$ cat src/sv/assert_macros.svh
// Assertion macros shared by the validator RTL.
// Each macro assumes a clock named clk and a synchronous reset named rst in scope.
`ifndef ASSERT_MACROS_SVH
`define ASSERT_MACROS_SVH

// Same-cycle implication, disabled while reset is high.
`define ASSERT_IMPLIES(lbl, ante, cons, msg) \
  lbl: assert property (@(posedge clk) disable iff (rst) (ante) |-> (cons)) \
    else $error(msg);

// Next-cycle implication, disabled while reset is high.
`define ASSERT_NEXT(lbl, ante, cons, msg) \
  lbl: assert property (@(posedge clk) disable iff (rst) (ante) |=> (cons)) \
    else $error(msg);

`endif

$ cat src/sv/jusv_pkg.sv
// Types and constants for the JSON-safe UTF-8 string validator.
// No dependencies; used by every module of the block.
`default_nettype none

package jusv_pkg;

  localparam int VERDICT_OFFSET_BITS = 16;

  typedef struct packed {
    logic [7:0] data_byte;
    logic       end_of_string;
  } item_t;

  typedef struct packed {
    logic                           is_valid;
    logic [VERDICT_OFFSET_BITS-1:0] bad_offset;
  } verdict_t;

  // Allowed range of the next continuation byte.
  localparam logic [1:0] RC_FULL = 2'd0;  // 80..BF
  localparam logic [1:0] RC_E0   = 2'd1;  // A0..BF, after lead E0
  localparam logic [1:0] RC_ED   = 2'd2;  // 80..9F, after lead ED

  localparam logic [7:0] CONT_LO      = 8'h80;
  localparam logic [7:0] CONT_HI      = 8'hBF;
  localparam logic [7:0] CONT_LO_E0   = 8'hA0;
  localparam logic [7:0] CONT_HI_ED   = 8'h9F;

endpackage

`default_nettype wire

$ cat src/sv/json_utf8_string_validator.sv
// Top level of the JSON-safe UTF-8 string validator.
// Depends on jusv_pkg, jusv_in_stage and jusv_core.
`default_nettype none

// The validator takes one byte per cycle unless stalled; one verdict comes
// out for each end-of-string transaction. Accepted are printable ASCII
// 0x20..0x7E other than double quote and backslash, and well-formed two- and
// three-byte UTF-8 in the Basic Multilingual Plane, with no overlong forms
// and no surrogates. The verdict carries is_valid and the offset of the lead
// byte of the first bad sequence (zero when the string passes); only the
// first error is kept and offsets saturate. The block sustains one
// transaction per cycle apart from the stall below: the per-byte check is a
// single level of compare logic between the input register and the
// string-state registers. A verdict is loaded into the result register when
// its end transaction leaves the input register. While a verdict waits in the
// result register, data bytes keep flowing; a further end transaction, and
// every transaction behind it, waits in the input register until the pending
// verdict is taken, and moves on in the same cycle that the verdict is taken.
module json_utf8_string_validator #(
  parameter int OFFSET_BITS = 16
) (
  input  wire logic          clk,
  input  wire logic          rst,
  input  wire logic          item_valid,
  output logic               item_ready,
  input  jusv_pkg::item_t    item,
  output logic               verdict_valid,
  input  wire logic          verdict_ready,
  output jusv_pkg::verdict_t verdict
);
  import jusv_pkg::*;

  // Registered byte transaction between the input stage and the checker.
  logic  held_valid;
  logic  held_ready;
  item_t held;

  jusv_in_stage u_in_stage (
    .clk        (clk),
    .rst        (rst),
    .item_valid (item_valid),
    .item_ready (item_ready),
    .item       (item),
    .held_valid (held_valid),
    .held_ready (held_ready),
    .held       (held)
  );

  // The checker holds the per-string state and the verdict register.
  jusv_core #(
    .OFFSET_BITS (OFFSET_BITS)
  ) u_core (
    .clk           (clk),
    .rst           (rst),
    .held_valid    (held_valid),
    .held_ready    (held_ready),
    .held          (held),
    .verdict_valid (verdict_valid),
    .verdict_ready (verdict_ready),
    .verdict       (verdict)
  );

endmodule

`default_nettype wire

$ cat src/sv/jusv_in_stage.sv
// Input register of the validator: captures one transaction per cycle while its content can move on.
// Depends on jusv_pkg for the item type.
`default_nettype none

module jusv_in_stage (
  input  wire logic           clk,
  input  wire logic           rst,
  input  wire logic           item_valid,
  output logic                item_ready,
  input  jusv_pkg::item_t     item,
  output logic                held_valid,
  input  wire logic           held_ready,
  output jusv_pkg::item_t     held
);
  import jusv_pkg::*;

  // The register refills in the same cycle that its content moves on.
  assign item_ready = !held_valid || held_ready;

  always_ff @(posedge clk) begin
    if (rst) begin
      held_valid <= 1'b0;
    end else if (item_ready) begin
      held_valid <= item_valid;
    end
  end

  always_ff @(posedge clk) begin
    if (item_valid && item_ready) begin
      held <= item;
    end
  end

endmodule

`default_nettype wire

$ cat src/sv/jusv_core.sv
// String state, per-byte UTF-8 check and result register of the validator.
// Depends on jusv_pkg and assert_macros.svh.
`default_nettype none

`include "assert_macros.svh"

module jusv_core #(
  parameter int OFFSET_BITS = 16
) (
  input  wire logic          clk,
  input  wire logic          rst,
  input  wire logic          held_valid,
  output logic               held_ready,
  input  jusv_pkg::item_t    held,
  output logic               verdict_valid,
  input  wire logic          verdict_ready,
  output jusv_pkg::verdict_t verdict
);
  import jusv_pkg::*;

  logic [1:0]             pend, pend_next;
  logic [1:0]             range_class, range_class_next;
  logic                   failed, failed_next;
  logic [OFFSET_BITS-1:0] pos, pos_next;
  logic [OFFSET_BITS-1:0] seq_start, seq_start_next;
  logic [OFFSET_BITS-1:0] err_off, err_off_next;

  logic                   out_free;
  logic                   take;
  logic [7:0]             b;
  logic [7:0]             lo, hi;
  logic [OFFSET_BITS-1:0] raw_off;
  logic [VERDICT_OFFSET_BITS-1:0] clamp_off;
  verdict_t               result;

  assign out_free   = !verdict_valid || verdict_ready;
  assign held_ready = out_free || !held.end_of_string;
  assign take       = held_valid && held_ready;
  assign b          = held.data_byte;

  assign lo = (range_class == RC_E0) ? CONT_LO_E0 : CONT_LO;
  assign hi = (range_class == RC_ED) ? CONT_HI_ED : CONT_HI;

  always_comb begin
    pend_next        = pend;
    range_class_next = range_class;
    failed_next      = failed;
    seq_start_next   = seq_start;
    err_off_next     = err_off;
    pos_next         = (pos == '1) ? pos : pos + 1'b1;
    if (held.end_of_string) begin
      pend_next        = '0;
      range_class_next = RC_FULL;
      failed_next      = 1'b0;
      pos_next         = '0;
      seq_start_next   = '0;
      err_off_next     = '0;
    end else if (!failed) begin
      if (pend == 2'd0) begin
        case (b) inside
          [8'h20:8'h21], [8'h23:8'h5B], [8'h5D:8'h7E]: begin
          end
          [8'hC2:8'hDF]: begin
            seq_start_next   = pos;
            pend_next        = 2'd1;
            range_class_next = RC_FULL;
          end
          8'hE0: begin
            seq_start_next   = pos;
            pend_next        = 2'd2;
            range_class_next = RC_E0;
          end
          [8'hE1:8'hEC], 8'hEE, 8'hEF: begin
            seq_start_next   = pos;
            pend_next        = 2'd2;
            range_class_next = RC_FULL;
          end
          8'hED: begin
            seq_start_next   = pos;
            pend_next        = 2'd2;
            range_class_next = RC_ED;
          end
          default: begin
            seq_start_next   = pos;
            failed_next      = 1'b1;
            err_off_next     = pos;
            pend_next        = '0;
            range_class_next = RC_FULL;
          end
        endcase
      end else if (b >= lo && b <= hi) begin
        pend_next        = pend - 1'b1;
        range_class_next = RC_FULL;
      end else begin
        // A bad continuation is charged to the lead byte of its sequence.
        failed_next      = 1'b1;
        err_off_next     = seq_start;
        pend_next        = '0;
        range_class_next = RC_FULL;
      end
    end
  end

  assign raw_off = failed ? err_off : ((pend != 2'd0) ? seq_start : '0);

  generate
    if (OFFSET_BITS > VERDICT_OFFSET_BITS) begin : g_clamp
      assign clamp_off = (|raw_off[OFFSET_BITS-1:VERDICT_OFFSET_BITS]) ? '1
                         : raw_off[VERDICT_OFFSET_BITS-1:0];
    end else begin : g_extend
      assign clamp_off = VERDICT_OFFSET_BITS'(raw_off);
    end
  endgenerate

  assign result.is_valid   = !failed && (pend == 2'd0);
  assign result.bad_offset = clamp_off;

  always_ff @(posedge clk) begin
    if (rst) begin
      pend          <= '0;
      range_class   <= RC_FULL;
      failed        <= 1'b0;
      pos           <= '0;
      seq_start     <= '0;
      err_off       <= '0;
      verdict_valid <= 1'b0;
    end else begin
      if (take) begin
        pend        <= pend_next;
        range_class <= range_class_next;
        failed      <= failed_next;
        pos         <= pos_next;
        seq_start   <= seq_start_next;
        err_off     <= err_off_next;
      end
      if (take && held.end_of_string) begin
        verdict_valid <= 1'b1;
      end else if (verdict_ready) begin
        verdict_valid <= 1'b0;
      end
    end
  end

  always_ff @(posedge clk) begin
    if (take && held.end_of_string) begin
      verdict <= result;
    end
  end

  `ASSERT_IMPLIES(a_fail_clears_pend, failed, pend == 2'd0, "pending bytes after an error")
  `ASSERT_IMPLIES(a_pend_range, 1'b1, pend != 2'd3, "more than two continuations pending")
  `ASSERT_IMPLIES(a_valid_zero_off, verdict_valid && verdict.is_valid,
    verdict.bad_offset == '0, "passing verdict with nonzero offset")
  `ASSERT_NEXT(a_end_clears, take && held.end_of_string, pos == '0 && !failed,
    "string state not cleared after end")

endmodule

`default_nettype wire

$ cat config.mk
export PLATFORM = sky130hd
export DESIGN_NAME = json_utf8_string_validator
export DESIGN_NICKNAME = d
export VERILOG_FILES = /design/src/sv/jusv_pkg.sv /design/src/sv/json_utf8_string_validator.sv /design/src/sv/jusv_in_stage.sv /design/src/sv/jusv_core.sv
export VERILOG_INCLUDE_DIRS = /design/src /design/src/sv
export SDC_FILE = /design/constraint.sdc
export NUM_CORES = 1
export LEC_CHECK = 0
export BUFFER_PORTS_ARGS = -buffer_cell sky130_fd_sc_hd__buf_2
export CAP_MARGIN = 25
export CORE_MARGIN = 2
export CORE_UTILIZATION = 33
export DETAILED_ROUTE_END_ITERATION = 10
export PLACE_DENSITY_LB_ADDON = 0.2
export REMOVE_ABC_BUFFERS = 1
export SYNTH_ARGS = -nofsm -noshare
export SYNTH_HDL_FRONTEND = slang
export SYNTH_SLANG_ARGS = --single-unit
$ cat constraint.sdc
create_clock -name clk -period 2 [get_ports clk]
set_input_delay 0.2 -clock clk [delete_from_list [all_inputs] [get_ports clk]]
set_output_delay 0.2 -clock clk [all_outputs]
set_load 0.005 [all_outputs]
==> results of run 1 <==
routing by layer:
metal | vias up | part of all wire
met4 | 0 | 0.025
met2 | 74 | 0.48
met1 | 1536 | 0.46
met5 | - | 0
met3 | 20 | 0.038
li1 | 1636 | -
layout make-up:
class | instances | area (sq um) | area share
Inverter | 27 | 101.3 | 0.02042
Tap cell | 147 | 183.9 | 0.03706
Clock buffer | 13 | 271.5 | 0.05470
Sequential cell | 81 | 1882 | 0.3791
Timing Repair Buffer | 69 | 523.0 | 0.1054
Multi-Input combinational cell | 277 | 1987 | 0.4003
Clock inverter | 3 | 15.01 | 0.003025
power by group through the flow:
stage                     sequential [W]  clock [W]  combinational (W)
final                            0.00175    0.00157           0.000371
after global routing             0.00175    0.00168           0.000402
after CTS                        0.00175    0.00161           0.000315
after detailed placement         0.00178          0           0.000314
after global placement           0.00178          0           0.000315
after floorplan                  0.00179          0           0.000141
sequential cells by signal, indices dropped and copies added (netlist names):
name and cells:
u_core.verdict 17, u_core.err_off 16, u_core.pos 16, u_core.seq_start 16
u_in_stage.held 9, u_core.pend 2, u_core.range_class 2, u_core.failed 1
u_core.verdict_valid 1, u_in_stage.held_valid 1
through the flow:
| stage | hold slack, ps | worst slack [ps] |
|---|---|---|
| 6_report | 35.87 | 33.12 |
| 2_1_floorplan | 262.4 | -139.7 |
| 3_3_place_gp | 377.1 | 68.51 |
| 3_5_place_dp | 378.1 | 28.65 |
| 4_1_cts | 26.38 | 13.56 |
| 5_1_grt | 28.75 | -49.57 |
critical path: stages, from the launching register on:
cell	delay, ps
edfxtp_1	460
buf_4	190
and2_1	160
a211oi_2	260
a31oi_4	70
buf_4	160
o211ai_4	230
clkbuf_16	230
o32ai_2	80
placed cells by master, fill, tap and decap left out, drive strengths merged, types with 15 or more instances in the layout:
| cell type | n |
|---|---|
| buf | 68 |
| nand2 | 57 |
| dfxtp | 55 |
| a21oi | 29 |
| inv | 27 |
| edfxtp | 26 |
| nor2 | 22 |
| o21ai | 20 |
| o32ai | 16 |
| a21boi | 15 |
| a32oi | 15 |
logic make-up after synthesis:
kind of cell	count (synthesis)	share of synthesized area
flops	81	0.4730
xor+xnor	10	0.02201
simple gates	137	0.1802
fa+ha+maj	4	0.01258
compound gates	122	0.2469
buf+inv	53	0.05786
mux	3	0.007547
final timing paths:
kind | end | start | slack, ps
max | u_core.err_off[11] | u_in_stage.held[6] | 30
min | u_in_stage.held[8] | item[8] | 40
max reg2reg | u_core.err_off[11] | u_in_stage.held[6] | 30
min reg2reg | u_core.seq_start[2] | u_core.seq_start[2] | 470
timing repair:
action | CTS | global route
gates cloned | 0 | 2
setup endpoints to repair | 1 | 29
setup buffers | 0 | 7
hold endpoints to repair | 0 | 0
pin swaps | 1 | 12
resized for setup | 0 | 20
==> run_results.csv, run 1 <==
group,metric,value,unit
floorplanning,start_util,0.3340,
cts,clock_latency,330,ps
synth,yosysSeqAreaShare,0.4730,
final_layout,fillers,1186,
synth,synth_edf_count,26,
timing,final_hold_viol_count,0,
drt,viasPerCell,5.293,
synth,ys_async_sr_fraction,0,
power,comb_power_share,0.101,
synth,synth_top_area_frac,0.2767,
synth,synth_flop_cell,"dfxtp_1",
synth,syn-instance-count,410,
drt,wire_per_inst,16.30,um
timing,worst_clock_skew,5.904,ps
final_layout,areaGrowthSynthToFinish,24.75,%
timing,min_period_over_period,0.9834,
worst_hold_path,hold_class,"in -> reg",
cts,cts_tree,"done",
drt,num_vias,3266,
cts,clkSinkCount,81,
place,gp_congestion,0.8462,
global_route,grt_pass1_vias,3007,
power,seq_power_share,0.474,
global_route,busiest_layer,"met2",
final_layout,num_antenna_cells,0,
synth,ys_warn_count,0,
drt,detail-route-antenna-nets,0,
place,placed_area,4452,sq um
job,drv_cap,0,
synth,ys_top_cells_by_area,"dfxtp_1 (28%), edfxtp_1 (20%), nand2_1 (5.2%)",
floorplanning,die_area,12950,sq um
critical_path,arrival,2170,ps
global_route,grt_max_degree,33,
critical_path,critical_path_class,"reg -> reg",
global_route,met2_usage,0.2419,
final_layout,postLayoutCellArea,4964,sq um
global_route,grt_pass1_wl,15.16,mm
cts,clkTransAtPathRegs,60,ps
power,swShare,0.2388,
outcome,status,"finished, final reports clean",
timing,setup_tns,0,ps
synth,ys_ff_latch,81,
drt,firstDrtPassIters,4,
critical_path,endpoint_kind,"register",
critical_path,ff2ff_path_depth,8,
final_layout,layout.nets,482,
timing,fmax,0.5084,GHz
final_layout,fin_cells,617,
power,p_leak,1.639,nW
global_route,grt_overflow,0,
floorplanning,die_w,113.8,um
synth,yosysTopAreaCell,"dfxtp_1",
timing,worstMarginPinSlew,614.1,ps
power,total_power,0.003686,W
drt,wl,10.06,mm
global_route,met1_usage,0.1978,
synth,syn_area,3979,sq um
cts,cts_root_buffer,"clkbuf_16",
power,clockPowerShare,0.426,
place,place_hpwl,6.541,mm
timing,rsz0062_at_grt,"yes",
power,intPower,0.002806,W
drt,post-route-drc-count,0,
synth,yosysUniqueCellTypes,56,
power,switchingPower,0.0008804,W
timing,final.min_clock_period,1967,ps
critical_path,worstPathRequired,2210,ps
final_layout,post-route-util,0.4167,
floorplanning,die_h,113.8,um
global_route,antenna_found_initial,0,
worst_hold_path,whs_path_depth,1,
power,power_density,742.6,nW/um^2
place,dp.cells,592,
drt,drt_iter0_markers,177,
synth,yosys-top-cells-count,"dfxtp_1 (55), nand2_1 (55), a21oi_1 (28)",
place,io_buffer_count,31,
global_route,grt_util_all_layers,0.1504,
synth,avgSynthCellArea,9.704,sq um
timing,setup_viol,0,
timing,slew_headroom,0.5879,
power,irDropWorstVdd,0.3027,mV
timing,drv_slew,0,
cts,postCtsHoldBufs,0,
critical_path,worstPathMaxFanout,8,
cts,cts.htree.levels,3,
global_route,met3_usage,0.02338,
floorplanning,io_pins,32,
critical_path,crit_path_start_kind,"register",
cts,cts_buffers,9,
floorplanning,core-area,11910,sq um
final_layout,drive_gt1_frac,0.2702,
floorplanning,num_rows,40,
cts,clock_path_buffers,2,
Note: power is estimated with default switching activity, not from simulation.
==> run 2: changes to the inputs <==
--- a/config.mk
+++ b/config.mk
@@ -8,10 +8,11 @@
 export LEC_CHECK = 0
 export BUFFER_PORTS_ARGS = -buffer_cell sky130_fd_sc_hd__buf_2
 export CAP_MARGIN = 25
-export CORE_MARGIN = 2
+export CORE_MARGIN = 8
 export CORE_UTILIZATION = 33
+export CTS_CLUSTER_SIZE = 16
 export DETAILED_ROUTE_END_ITERATION = 10
-export PLACE_DENSITY_LB_ADDON = 0.2
+export PLACE_DENSITY = 0.56
 export REMOVE_ABC_BUFFERS = 1
 export SYNTH_ARGS = -nofsm -noshare
 export SYNTH_HDL_FRONTEND = slang
==> run 2 against run 1 <==
Routed wire length increased by 4.6%. Maximum frequency down 1.6%. Sequential power is essentially flat.
==> run_results.csv, run 2 (synthesis gave the netlist of run 1 again) <==
group,metric,value,unit
floorplanning,die_h,125.8,um
critical_path,worstPathMaxFanout,8,
critical_path,crit_path_cell_trace,"buf_4 -> and2_1 -> a211oi_2 -> a31oi_4 -> buf_4 -> o211ai_4 -> clkbuf_16 -> o32ai_2",
cts,clock_latency,340,ps
place,io_buffer_count,31,
timing,setup_viol,0,
timing,drv_slew,0,
job,drv_cap,0,
final_layout,areaGrowthSynthToFinish,25.94,%
floorplanning,die_area,15830,sq um
drt,firstDrtPassIters,4,
critical_path,crit_path_start_kind,"register",
floorplanning,start_util,0.3340,
timing,min_period_over_period,0.9995,
critical_path,arrival,2210,ps
timing,worstMarginPinSlew,490.9,ps
outcome,status,"finished, final reports clean",
critical_path,crit_family,"compound AO/OA/AOI/OAI gates",
critical_path,reg2reg_to,"u_core.err_off[5]",
critical_path,cp_common_cell,"buf_4",
final_layout,layout_common_cells,"nand2_1 (55), dfxtp_1 (54), buf_4 (42)",
final_layout,num_antenna_cells,0,
critical_path,worst-path-buf-inv,3,
final_layout,drive_gt1_frac,0.2902,
critical_path,critPathCapture,"u_core.err_off[5]",
final_layout,fin_cells,626,
drt,viasPerCell,5.335,
cts,clkTransAtPathRegs,70,ps
place,dp.cells,594,
drt,num_vias,3340,
power,p_leak,1.674,nW
final_layout,fillers,1129,
global_route,grt_max_degree,37,
power,irDropWorstVdd,0.3903,mV
floorplanning,core-area,11910,sq um
floorplanning,io_pins,32,
timing,worst_clock_skew,8.379,ps
final_layout,layout.nets,491,
final_layout,largest_reg_flops,17,
drt,wire_per_inst,16.80,um
global_route,grt_pass1_vias,3355,
final_layout,seqCellArea,1883,sq um
critical_path,critical_path_class,"reg -> reg",
place,place_hpwl,6.716,mm
timing,rsz0062_at_grt,"yes",
drt,post-route-drc-count,0,
critical_path,rrSetupSlack,1,ps
cts,clock_path_buffers,2,
drt,detail-route-antenna-nets,0,
critical_path,slowest_delay,490,ps
timing,fmax,0.5002,GHz
final_layout,multi_input_area,1976,sq um
final_layout,layout_commonest_cell,"nand2_1",
place,gp_congestion,0.8036,
floorplanning,die_w,125.8,um
timing,final.min_clock_period,1999,ps
drt,drt_iter0_markers,213,
cts,postCtsHoldBufs,0,
cts,cts_tree,"done",
critical_path,endpoint_kind,"register",
floorplanning,num_rows,40,
global_route,antenna_found_initial,0,
critical_path,worstPathRequired,2210,ps
power,power_density,766.2,nW/um^2
timing,hold-worst-slack,26.16,ps
power,total_power,0.003840,W
timing,final_hold_viol_count,0,
drt,wl,10.52,mm
worst_hold_path,hold_class,"in -> reg",
critical_path,cp_num_cells,8,
global_route,grt_overflow,0,
global_route,grt_pass1_wl,17.05,mm
cts,clkSinkCount,81,
cts,cts_buffers,9,
global_route,grt_util_all_layers,0.1338,
timing,slew_headroom,0.6681,
cts,cts_root_buffer,"clkbuf_16",
cts,cts.htree.levels,3,
critical_path,critical_path.startpoint,"u_in_stage.held[5]",
final_layout,regMostFlops,"u_core.verdict",
critical_path,r2r-start,"u_in_stage.held[5]",
critical_path,cp_slowest_cell,"edfxtp_1",
critical_path,ff2ff_path_depth,8,
-- run 2: changes by cell type in the layout (fill, tap and decap cells not counted), sizes merged --
| cell | before | now |
|---|---|---|
| clkinv | 3 | 0 |
| clkinvlp | 0 | 1 |
| inv | 27 | 32 |
| clkbuf | 14 | 10 |
| bufinv | 0 | 1 |
| buf | 68 | 77 |
-- run 2: what timing repair did --
item | 4_1_cts | 5_1_grt
cloned | 1 | 1
endpoints found under the setup margin | 2 | 33
resized for setup | 4 | 16
pin swaps | 2 | 9
buffers inserted | 7 | 7
-- run 2: power by group --
part           total (W)  internal [W]  switching, W
sequential       0.00175       0.00172     0.0000258
combinational   0.000367      0.000135      0.000232
clock            0.00173      0.000994      0.000732
total            0.00384       0.00285      0.000989
-- run 2: worst min-delay path by stage --
stage	start	to	slack [ps]	cells after the start
after floorplan	rst	u_core.seq_start[4]	260	1
after global placement	item[1]	u_in_stage.held[1]	380	1
after detailed placement	item[3]	u_in_stage.held[3]	380	1
after CTS	item[3]	u_in_stage.held[3]	20	1
after global routing	item[4]	u_in_stage.held[4]	10	1
final	item[3]	u_in_stage.held[3]	30	1
-- run 2: layer usage --
metal | vias to the layer above | part of all wire | GRT usage
li1 | 1653 | - | -
met2 | 83 | 0.48 | 0.2247
met1 | 1594 | 0.46 | 0.1616
met5 | - | 0 | 0
met3 | 10 | 0.044 | 0.03755
met4 | 0 | 0.013 | 0.04459
-- run 2: layout make-up --
| class | instances | share of cell area |
|---|---|---|
| Multi-Input combinational cell | 277 | 0.3943 |
| Timing Repair Buffer | 78 | 0.1114 |
| Clock inverter | 7 | 0.01673 |
| Tap cell | 147 | 0.03670 |
| Inverter | 27 | 0.02022 |
| Sequential cell | 81 | 0.3758 |
| Clock buffer | 9 | 0.04494 |
-- run 2: through the flow --
| stage | TNS (ps) | setup WS (ps) | area (sq um) | util |
|---|---|---|---|---|
| final | 0 | 0.9823 | 5011 | 0.4207 |
| after detailed placement | -51.22 | -44.22 | 4454 | 0.3740 |
| after floorplan | -2846 | -139.7 | 3850 | - |
| after global routing | -678.1 | -66.90 | 5011 | 0.4207 |
| after CTS | 0 | 9.901 | 4853 | 0.4075 |
| after global placement | 0 | 70.20 | 4454 | 0.3740 |
==> run 3: changes to the inputs <==
--- a/config.mk
+++ b/config.mk
@@ -12,7 +12,7 @@
 export CORE_UTILIZATION = 33
 export CTS_CLUSTER_SIZE = 16
 export DETAILED_ROUTE_END_ITERATION = 10
-export PLACE_DENSITY = 0.56
+export PLACE_DENSITY = 0.54
 export REMOVE_ABC_BUFFERS = 1
 export SYNTH_ARGS = -nofsm -noshare
 export SYNTH_HDL_FRONTEND = slang
==> constraint.sdc (replaced) <==
create_clock -name clk -period 2.3 [get_ports clk]
set_input_delay 0.23 -clock clk [delete_from_list [all_inputs] [get_ports clk]]
set_output_delay 0.23 -clock clk [all_outputs]
set_load 0.005 [all_outputs]
==> run 3 against run 2 <==
Non-clock buffer count is 28 lower. Critical endpoint is now u_core.err_off[15]. Highest routed layer unchanged. Largest cell class is now flip-flops and latches. Routed wire length shrank 8.3%. Combinational power fell by 31%.
==> run_results.csv, run 3 (synthesis gave the netlist of run 1 again) <==
group,metric,value,unit
critical_path,critical_path.startpoint,"u_in_stage.held[6]",
cts,postCtsHoldBufs,0,
final_layout,areaGrowthSynthToFinish,16.35,%
cts,cts_tree,"done",
worst_hold_path,worstHoldStart,"item[0]",
place,gp_congestion,0.7988,
cts,post_cts.repair.setup_buffers,0,
timing,drv_slew,0,
cts,cts.htree.levels,3,
global_route,grt_pass1_wl,15.94,mm
critical_path,worstPathMaxFanout,16,
cts,clkTransAtPathRegs,60,ps
floorplanning,core-area,11910,sq um
final_layout,post-route-util,0.3887,
critical_path,slowest_delay,500,ps
drt,wl,9.651,mm
global_route,grt_util_all_layers,0.1253,
final_layout,fillers,1208,
timing,min_period_over_period,0.9032,
critical_path,crit_path_start_kind,"register",
power,p_leak,1.498,nW
global_route,grt_overflow,0,
final_layout,drive_gt1_frac,0.2111,
global_route,grt_pass1_vias,3123,
timing,worstMarginPinSlew,503.5,ps
timing,rsz0062_at_grt,"no",
drt,num_vias,3160,
timing,worst_clock_skew,7.071,ps
floorplanning,num_rows,40,
timing,fmax,0.4814,GHz
floorplanning,die_area,15830,sq um
power,total_power,0.003139,W
place,place_hpwl,6.578,mm
drt,firstDrtPassIters,5,
place,placed_area,4344,sq um
timing,setup_viol,0,
cts,clock_path_buffers,2,
timing,final_hold_viol_count,0,
drt,post-route-drc-count,0,
critical_path,cp_common_cell,"nand4_1",
cts,clkSinkCount,81,
floorplanning,die_h,125.8,um
timing,setup_tns,0,ps
timing,hold-worst-slack,69.87,ps
worst_hold_path,hold_class,"in -> reg",
final_layout,num_antenna_cells,0,
critical_path,worstPathRequired,2540,ps
outcome,status,"finished, final reports clean",
power,power_density,678.0,nW/um^2
critical_path,cp_slowest_cell,"edfxtp_1",
timing,final.min_clock_period,2077,ps
drt,viasPerCell,5.293,
job,drv_cap,0,
critical_path,r2r-start,"u_in_stage.held[6]",
critical_path,endpoint_kind,"register",
cts,cts_resized,0,
cts,cts_buffers,9,
critical_path,critical_path_class,"reg -> reg",
final_layout,largest_reg_flops,17,
power,irDropWorstVdd,0.2644,mV
final_layout,layout.nets,462,
floorplanning,die_w,125.8,um
floorplanning,io_pins,32,
timing,slew_headroom,0.6639,
critical_path,crit_path_cell_trace,"ha_1 -> nand4_1 -> o21ai_1 -> nand4_1 -> o221a_4 -> o32ai_1",
final_layout,postLayoutCellArea,4629,sq um
drt,detail-route-antenna-nets,0,
cts,clock_latency,330,ps
final_layout,layout_common_cells,"nand2_1 (55), dfxtp_1 (55), buf_2 (31)",
critical_path,arrival,2310,ps
final_layout,regMostFlops,"u_core.verdict",
cts,cts_root_buffer,"clkbuf_16",
place,io_buffer_count,31,
global_route,grt_max_degree,34,
drt,wire_per_inst,16.17,um
drt,drt_iter0_markers,169,
global_route,antenna_found_initial,0,
floorplanning,start_util,0.3340,
[run 3: layout make-up]
cell class              count  area, sq um  share of cell area
inverters                  27        101.3             0.02189
clock buffers              14        274.0             0.05919
multi-input cells         276         1867              0.4032
repair buffers             50        310.3             0.06703
clock inverters             2        11.26            0.002432
well taps                 147        183.9             0.03973
flip-flops and latches     81         1882              0.4065
[run 3: through the flow]
stage                     setup slack (ps)  std cells
after global routing                 55.22        597
after detailed placement             210.5        581
after global placement               254.9        581
after CTS                            196.7        597
final                                222.6        597
after floorplan                      160.3        384
[run 3: power breakdown]
| group | internal [W] | total [W] | switching, W |
|---|---|---|---|
| clock network | 0.000820 | 0.00137 | 0.000547 |
| registers | 0.00150 | 0.00152 | 0.0000216 |
| logic | 0.0000771 | 0.000253 | 0.000176 |
| total | 0.00239 | 0.00314 | 0.000744 |
[run 3: path summary, 6_finish.rpt]
kind,cells after the start,slack (ps),to
setup / recovery,6,220,u_core.err_off[15]
hold / removal,1,70,u_in_stage.held[0]
setup reg to reg,6,220,u_core.err_off[15]
hold reg to reg,2,470,u_core.seq_start[10]
[run 3: worst max-delay path: cells and delay by family (launching register included)]
kind	cells	cell delay, ps
simple gates	2	330
flops	1	500
compound gates	3	820
fa+ha+maj	1	330
[run 3: per-layer routing]
layer	wire [um]	vias to the layer above	global-route usage
met5	0	-	0
met4	160	0	0.04883
met3	402	12	0.03038
met2	4705	71	0.2139
met1	4383	1488	0.1488
li1	-	1589	-
